`src/hw/rtl/peq_pkg.sv`:
```
// Shared types and codes for the priority expiring packet queue.
`default_nettype none
package peq_pkg;

    localparam logic [1:0] REQ_PUSH = 2'd0;
    localparam logic [1:0] REQ_POP  = 2'd1;
    localparam logic [1:0] REQ_TICK = 2'd2;

    localparam logic [1:0] ST_OK    = 2'd0;
    localparam logic [1:0] ST_FULL  = 2'd1;
    localparam logic [1:0] ST_EMPTY = 2'd2;

    localparam logic CFG_BUDGET = 1'b0;
    localparam logic CFG_EXPIRY = 1'b1;

    typedef struct packed {
        logic [1:0]  req_type;
        logic [7:0]  level;
        logic [15:0] data_length;
        logic [31:0] payload_handle;
        logic [31:0] tag;
        logic [15:0] buffer_size;
    } in_word_t;

    typedef struct packed {
        logic [1:0]  status;
        logic [6:0]  packet_count;
        logic [7:0]  level_out;
        logic [31:0] tag_out;
        logic [15:0] length_out;
        logic [31:0] payload_out;
        logic [6:0]  discarded_count;
        logic        queue_empty;
    } out_word_t;

    // One queue entry as held in a cell.
    typedef struct packed {
        logic [7:0]  level;
        logic [31:0] tag;
        logic [15:0] length;
        logic [31:0] payload;
        logic [31:0] push_time;
    } entry_t;

    // Row-wide command from the controller to every cell.
    typedef struct packed {
        logic       push;
        logic       pop;
        logic [7:0] level;
        logic       to_head;
    } cell_cmd_t;

endpackage
`default_nettype wire

```
`src/hw/rtl/peq_cell.sv`:
```
// One queue cell: holds one entry, shifts toward the head on insert and the tail on pop.
`default_nettype none
module peq_cell (
    input  wire logic               clk,
    input  wire logic               rst_n,
    input  wire peq_pkg::cell_cmd_t cmd,
    input  wire peq_pkg::entry_t    new_entry,
    // neighbor toward the tail (lower position)
    input  wire logic               prev_occ,
    input  wire peq_pkg::entry_t    prev_entry,
    input  wire logic               lower_in,
    // neighbor toward the head (higher position)
    input  wire logic               next_occ,
    input  wire peq_pkg::entry_t    next_entry,
    output logic                    occ,
    output peq_pkg::entry_t         entry,
    output logic                    lower_out
);

    logic            occ_reg, occ_next;
    peq_pkg::entry_t entry_reg, entry_next;
    logic            lower_self;

    // an entry of strictly lower level marks the insert point; the first one
    // from the tail side takes the new entry, all cells above it shift up
    assign lower_self = occ_reg && !cmd.to_head && (entry_reg.level < cmd.level);
    assign lower_out  = lower_in || lower_self;

    // next state: shift up on insert, load the new entry, or shift down on pop
    always_comb
    begin
        occ_next   = occ_reg;
        entry_next = entry_reg;
        if (cmd.push)
        begin
            if (lower_in)
            begin
                occ_next   = prev_occ;
                entry_next = prev_entry;
            end
            else if (lower_self || (!occ_reg && prev_occ))
            begin
                occ_next   = 1'b1;
                entry_next = new_entry;
            end
        end
        else if (cmd.pop)
        begin
            occ_next   = next_occ;
            entry_next = next_entry;
        end
    end

    always_ff @(posedge clk or negedge rst_n)
    begin
        if (!rst_n)
            occ_reg <= 1'b0;
        else
            occ_reg <= occ_next;
    end

    // entry contents need no reset; unoccupied cells are never read
    always_ff @(posedge clk)
    begin
        entry_reg <= entry_next;
    end

    assign occ   = occ_reg;
    assign entry = entry_reg;

endmodule
`default_nettype wire

```
`config.mk`:
```
export PLATFORM = sky130hd
export DESIGN_NAME = peq_cell
export DESIGN_NICKNAME = d
export VERILOG_FILES = /design/src/hw/rtl/peq_pkg.sv /design/src/hw/rtl/peq_cell.sv
export SDC_FILE = /design/constraint.sdc
export NUM_CORES = 1
export LEC_CHECK = 0
export BUFFER_PORTS_ARGS = -buffer_cell sky130_fd_sc_hd__buf_4
export CORE_AREA = 2 2 194 196
export DETAILED_ROUTE_END_ITERATION = 16
export DIE_AREA = 0 0 196 198
export PLACE_DENSITY = 0.47
export SYNTH_ARGS = -nofsm -noshare
export SYNTH_HDL_FRONTEND = slang
export SYNTH_SLANG_ARGS = --single-unit
```
`constraint.sdc`:
```
create_clock -name clk -period 3.9 [get_ports clk]
set_input_delay 0.78 -clock clk [delete_from_list [all_inputs] [get_ports clk]]
set_output_delay 0.78 -clock clk [all_outputs]
set_load 0.01 [all_outputs]
```
==> impl_metrics.json, run 1 <==
{
  "run_status": "finished, final reports clean",
  "cp_slowest_stage_delay_ns": 0.29,
  "vias": 6068,
  "drt-initial-drc-count": 189,
  "fp-row-count": 71,
  "yosys_register_bits": 121,
  "grt-ovfl-total": 0,
  "cell_area_placed_um2": 10640,
  "worst-endpoint-arrival_ns": 1.93,
  "nFillCells": 3858,
  "die_width_um": 196,
  "diodes": 0,
  "final_max_tran_viols": 0,
  "critPathSlowestCell": "ha_1",
  "ys.warnings.count": 0,
  "synth_area_um2": 6396,
  "route.detailed.drc": 0,
  "final_period_util_pct": 69.38,
  "cts_hold_repair.buffers": 0,
  "sequential_cell_area_um2": 3628,
  "setup_total_negative_slack_ns": 0,
  "hp-class": "in2async",
  "setup_repair_after_global_routing_missed_its_margin": "no",
  "final_area_um2": 11250,
  "cts_repair_resize_count": 0,
  "placed_cells_incl_taps": 1498,
  "critPathTopFamily": "compound AO/OA/AOI/OAI gates",
  "tightestPinTransition_ns": 0.9321,
  "core_area_um2": 36960,
  "final.setup_skew_ns": 0.006943,
  "cts_inserted_buffers": 17,
  "critical_path_required_ns": 3.12,
  "vias_per_cell": 3.971,
  "peakVddDrop_mv": 0.2916,
  "antenna_found_initial": 1,
  "multiInputGateArea_um2": 2489,
  "pwr_density_cell_nw_per_um2": 379.8,
  "io_pins": 498,
  "cts_num_sinks": 121,
  "groute.usage.overall_pct": 12.01,
  "worstSetupEndpointType": "output port",
  "tritoncts_clock_tree": "built",
  "number_of_flip_flops_under_the_largest_register_name": 120,
  "post_synth.cell_area_avg_um2": 11.55,
  "cts_htree_levels": 4,
  "timing_hold_violations_final": 0,
  "initial_utilization_pct": 17.31,
  "drt.antenna.violating_nets": 0,
  "stdcell_count": 1528,
  "clkLatencyLatePin_ns": 0.43,
  "achievable-frequency_mhz": 369.6,
  "share_of_synthesized_area_occupied_by_flip_flops_and_latches_pct": 56.73,
  "wl_um": 24440,
  "worstPathMaxFanout": 2,
  "clock_tree.root_cell": "clkbuf_16",
  "num-nets-final": 1426,
  "synth_nets": 937,
  "post_drt_wl_per_cell_um": 16.00,
  "number_of_buffer_and_inverter_stages_on_the_critical_path": 3,
  "critPathLaunchType": "input port",
  "timing.critical_path.cells": "buf_4 > inv_1 > ha_1 > a211oi_1 > o211ai_1 > a2bb2oi_2 > buf_4",
  "synth_cell_types": 22,
  "floorplan.die_area_um2": 38810,
  "setup_violations": 0,
  "final_common_cell": "buf_4",
  "buffer_ports.inserted": 497,
  "cap_viol_max_count": 0,
  "chipHeight_um": 198,
  "flow.area_growth_from_synthesis_pct": 75.84,
  "cts-root-to-sink-buffers": 2,
  "number_of_buffers_inserted_by_post_cts_setup_repair": 0,
  "fin_crit_ns": 2.706,
  "gp_congestion": 0.7972,
  "grt_start_max_net_pins": 95,
  "layout-drive-gt1-share_pct": 51.23,
  "clk_pin_slew_ns": 0.06,
  "power.static_leakage_nw": 5.205,
  "detailedRoute.firstPassIterationCount": 6,
  "grt_pass1_vias": 6025,
  "synthesis.instances": 554,
  "detailed_place_hpwl_um": 19540,
  "critical-path-top-cell-by-count": "buf_4",
  "worst-setup-path-type": "in2out",
  "grt_first_pass_wirelength_um": 34450,
  "timing.max_slew.rel_slack_pct": 37.86,
  "layout.cells.most_common_list": "buf_4, a21oi_1, nor2_1, mux2i_1, edfxtp_1"
}
[area by class of cell]
class	instances	share of cell area (%)
repair buffers	511	34.62
flip-flops and latches	121	32.26
multi-input cells	383	22.13
well taps	474	5.273
clock buffers	17	3.782
clock inverters	13	1.635
inverters	9	0.3004
[routing by layer]
| layer | share of wire (%) | up-vias | track usage [%] |
|---|---|---|---|
| met4 | 2.0 | 0 | 4.433 |
| li1 | - | 3012 | - |
| met1 | 36 | 2688 | 12.20 |
| met3 | 10 | 24 | 5.212 |
| met5 | 0 | - | 0 |
| met2 | 52 | 344 | 21.85 |
[cell families (layout without fill, tap and decap cells)]
logic type / after synthesis / after routing / share of synthesized area [%]
and+or+nand+nor: 124 / 124 / 7.512
buffers and inverters: 50 / 550 / 4.499
muxes: 120 / 120 / 18.78
adders and majority gates: 7 / 7 / 1.369
DFF: 121 / 121 / 56.73
AOI/OAI and AO/OA: 132 / 132 / 11.11
[Yosys cell counts]
cell type    n  area, um^2
buf_2       11       55.05
ha_1         7       87.58
nand2b_4     1       13.76
a2111oi_4    1       27.53
nor2_1     121       454.2
a2bb2oi_2    1       15.01
o2111ai_1    1       8.760
o211ai_1     1       7.510
edfxtp_1   120        3603
a211oi_1     2       15.01
o21ai_0      2       10.01
dfrtp_1      1       25.02
inv_1        9       33.78
o22a_1       1       8.760
and3_1       1       6.260
clkbuf_1    18       67.56
nor2b_1      1       6.260
o21a_1       1       7.510
mux2i_1    120        1201
a21oi_1    122       610.6
buf_4        1       7.510
buf_6       11       123.9
[stage by stage]
step	hold slack, ns	total power, mW	utilization, %	worst slack, ns
6_report	0.1172	4.272	30.43	1.194
5_1_grt	0.08289	4.481	30.43	1.094
4_1_cts	0.07704	4.366	30.43	1.174
3_5_place_dp	0.5571	2.638	28.79	0.8629
3_3_place_gp	0.5574	2.637	28.79	0.9076
2_1_floorplan	0.4844	2.030	-	0.2726
[report_power, final]
group,internal [mW],switching [mW]
Combinational,0.529,0.415
Clock,1.11,0.573
Sequential,1.60,0.0424
Total,3.24,1.03
[worst reg2reg max path, cell delays in order (launching register included)]
cell	delay, ns
edfxtp_1	0.42
ha_1	0.30
a211oi_1	0.25
o211ai_1	0.14
a2bb2oi_2	0.19
o22a_4	0.54
buf_4	0.34
[path summary, 6_finish.rpt]
path                       cells past startpoint            startpoint                   to  slack, ns
setup / recovery                               7                cmd[6]            lower_out       1.19
hold / removal                                 1                 rst_n      occ$_DFFE_PN0P_       0.12
setup reg to reg                               6  entry[117]$_DFFE_PP_  entry[87]$_DFFE_PP_       1.40
hold reg to reg                                2       occ$_DFFE_PN0P_      occ$_DFFE_PN0P_       0.69
max in group asynchronous                      1                 rst_n      occ$_DFFE_PN0P_       3.70
min in group clk                               3              next_occ      occ$_DFFE_PN0P_       0.65
Power figures use the tool's default switching activity.
==> inputs of run 2 (changes only) <==
PLACE_DENSITY = 0.46   (was 0.47)
clock period = 2.63 ns   (was 3.9 ns; I/O delays follow)
==> run 2 against run 1 <==
  * First-iteration DRC count decreased by 23%
  * Register-to-register slack got worse by 0.94 ns
  * Sequential share of layout area decreased by 0.15 points
  * Non-clock buffer count increased by 2
  * Worst setup slack got worse by 0.94 ns
  * Clock power increased by 23%
  * Hold slack improved by 0.27 ns
  * Utilization increased by 0.15 points
  * Highest routed layer unchanged
  * Critical path depth decreased by 2
  * Combinational power increased by 53%
  * Clock-buffer cell count increased by 1
  * Power increased by 39%
==> impl_metrics.json, run 2 (same netlist as run 1, synthesis figures left out) <==
{
  "critical_path_required_ns": 2.10,
  "groute.usage.overall_pct": 12.12,
  "cell_area_placed_um2": 10780,
  "detailedRoute.firstPassIterationCount": 4,
  "whs_ns": 0.3871,
  "grt-ovfl-total": 0,
  "grt_start_max_net_pins": 66,
  "worst-setup-path-type": "reg2out",
  "setup_violations": 0,
  "final_max_tran_viols": 0,
  "setup_ws_ns": 0.2584,
  "antenna_found_initial": 0,
  "vias": 6064,
  "timing.max_slew.rel_slack_pct": 65.93,
  "setup_repair_after_global_routing_missed_its_margin": "no",
  "chipHeight_um": 198,
  "core_area_um2": 36960,
  "gp_congestion": 0.7567,
  "final_area_um2": 11300,
  "clk_pin_slew_ns": 0.06,
  "critPathSlowestCell": "edfxtp_1",
  "vias_per_cell": 3.958,
  "flow.area_growth_from_synthesis_pct": 76.68,
  "cts_htree_levels": 4,
  "achievable-frequency_mhz": 421.7,
  "number_of_buffers_inserted_by_post_cts_setup_repair": 0,
  "fp-row-count": 71,
  "cp_slowest_stage_delay_ns": 0.44,
  "buffer_ports.inserted": 497,
  "number_of_flip_flops_under_the_largest_register_name": 120,
  "fin_crit_ns": 2.372,
  "diodes": 0,
  "hp-class": "in2reg",
  "critPathLaunchType": "register",
  "grt_first_pass_wirelength_um": 34960,
  "final.setup_skew_ns": 0.009904,
  "worst-endpoint-arrival_ns": 1.85,
  "worstPathMaxFanout": 2,
  "initial_utilization_pct": 17.31,
  "final_core_utilization_pct": 30.58,
  "cts_repair_resize_count": 0,
  "num-nets-final": 1428,
  "run_status": "finished, final reports clean",
  "route.detailed.drc": 0,
  "io_pins": 498,
  "drt-initial-drc-count": 146,
  "timing_hold_violations_final": 0,
  "ff2ff_path_depth": 7,
  "clock_tree.root_cell": "clkbuf_16",
  "final_period_util_pct": 90.18,
  "timing.critical_path.depth": 5,
  "number_of_buffer_and_inverter_stages_on_the_critical_path": 1,
  "drt.antenna.violating_nets": 0,
  "layout.cells.most_common_list": "buf_4, a21oi_1, nor2_1, mux2i_1, edfxtp_1",
  "die_width_um": 196,
  "cap_viol_max_count": 0,
  "layout-drive-gt1-share_pct": 52.36,
  "cts_num_sinks": 121,
  "grt_pass1_vias": 6180,
  "tritoncts_clock_tree": "built",
  "tightestPinTransition_ns": 0.5111,
  "cts_inserted_buffers": 17,
  "whs_path_depth": 3,
  "cts-root-to-sink-buffers": 2,
  "dp_slack_ns": 0.2597,
  "total_power_consumption_of_the_routed_design_mw": 5.953,
  "worstSetupEndpointType": "output port",
  "timing.critical_path.cells": "ha_4 > o21a_1 > o2111ai_2 > a2bb2oi_2 > buf_4",
  "wl_um": 24470,
  "post_drt_wl_per_cell_um": 15.97,
  "peakVddDrop_mv": 0.4301,
  "detailed_place_hpwl_um": 19810,
  "cts_hold_repair.buffers": 1,
  "clkLatencyLatePin_ns": 0.43,
  "critPathTopFamily": "compound AO/OA/AOI/OAI gates",
  "pwr_density_cell_nw_per_um2": 526.7,
  "power.static_leakage_nw": 5.184,
  "floorplan.die_area_um2": 38810,
  "final_common_cell": "buf_4"
}
[run 2: final cells by class]
type	instances	area (um^2)
fillers	3844	25650
clock buffers	18	429.2
multi-input cells	383	2550
clock inverters	14	85.08
inverters	9	41.29
flip-flops and latches	121	3628
repair buffers	513	3974
well taps	474	593.1
[run 2: final timing paths]
| path | from | endpoint | slack (ns) |
|---|---|---|---|
| worst min-delay path | next_occ | occ$_DFFE_PN0P_ | 0.39 |
| worst min register to register | occ$_DFFE_PN0P_ | occ$_DFFE_PN0P_ | 0.71 |
| min in group asynchronous | rst_n | occ$_DFFE_PN0P_ | 0.41 |
| worst max register to register | entry[114]$_DFFE_PP_ | entry[42]$_DFFE_PP_ | 0.46 |
| worst max-delay path | entry[114]$_DFFE_PP_ | lower_out | 0.26 |
| max in group asynchronous | rst_n | occ$_DFFE_PN0P_ | 2.14 |
[run 2: tightest hold or removal path, cell delays in order]
cell      delay (ns)
buf_4           0.08
a211oi_1        0.06
a21oi_1         0.11
[run 2: stage by stage]
| stage | setup TNS, ns | std cells |
|---|---|---|
| after floorplan | -5.905 | 554 |
| after detailed placement | 0 | 1499 |
| after global routing | 0 | 1532 |
| after global placement | 0 | 1499 |
| final | 0 | 1532 |
| after CTS | 0 | 1532 |
[run 2: metal layers]
| layer | share of wire, % | global-route usage (%) |
|---|---|---|
| met5 | 0 | 0 |
| met4 | 1.9 | 4.433 |
| met3 | 9.9 | 5.229 |
| met2 | 51 | 21.35 |
| met1 | 37 | 12.88 |
[run 2: power breakdown]
group          leakage, nW  total, mW  internal, mW  switching (mW)
clock network        0.246       2.07          1.18           0.890
logic                 3.75       1.44         0.813           0.624
registers             1.19       2.44          2.38          0.0648
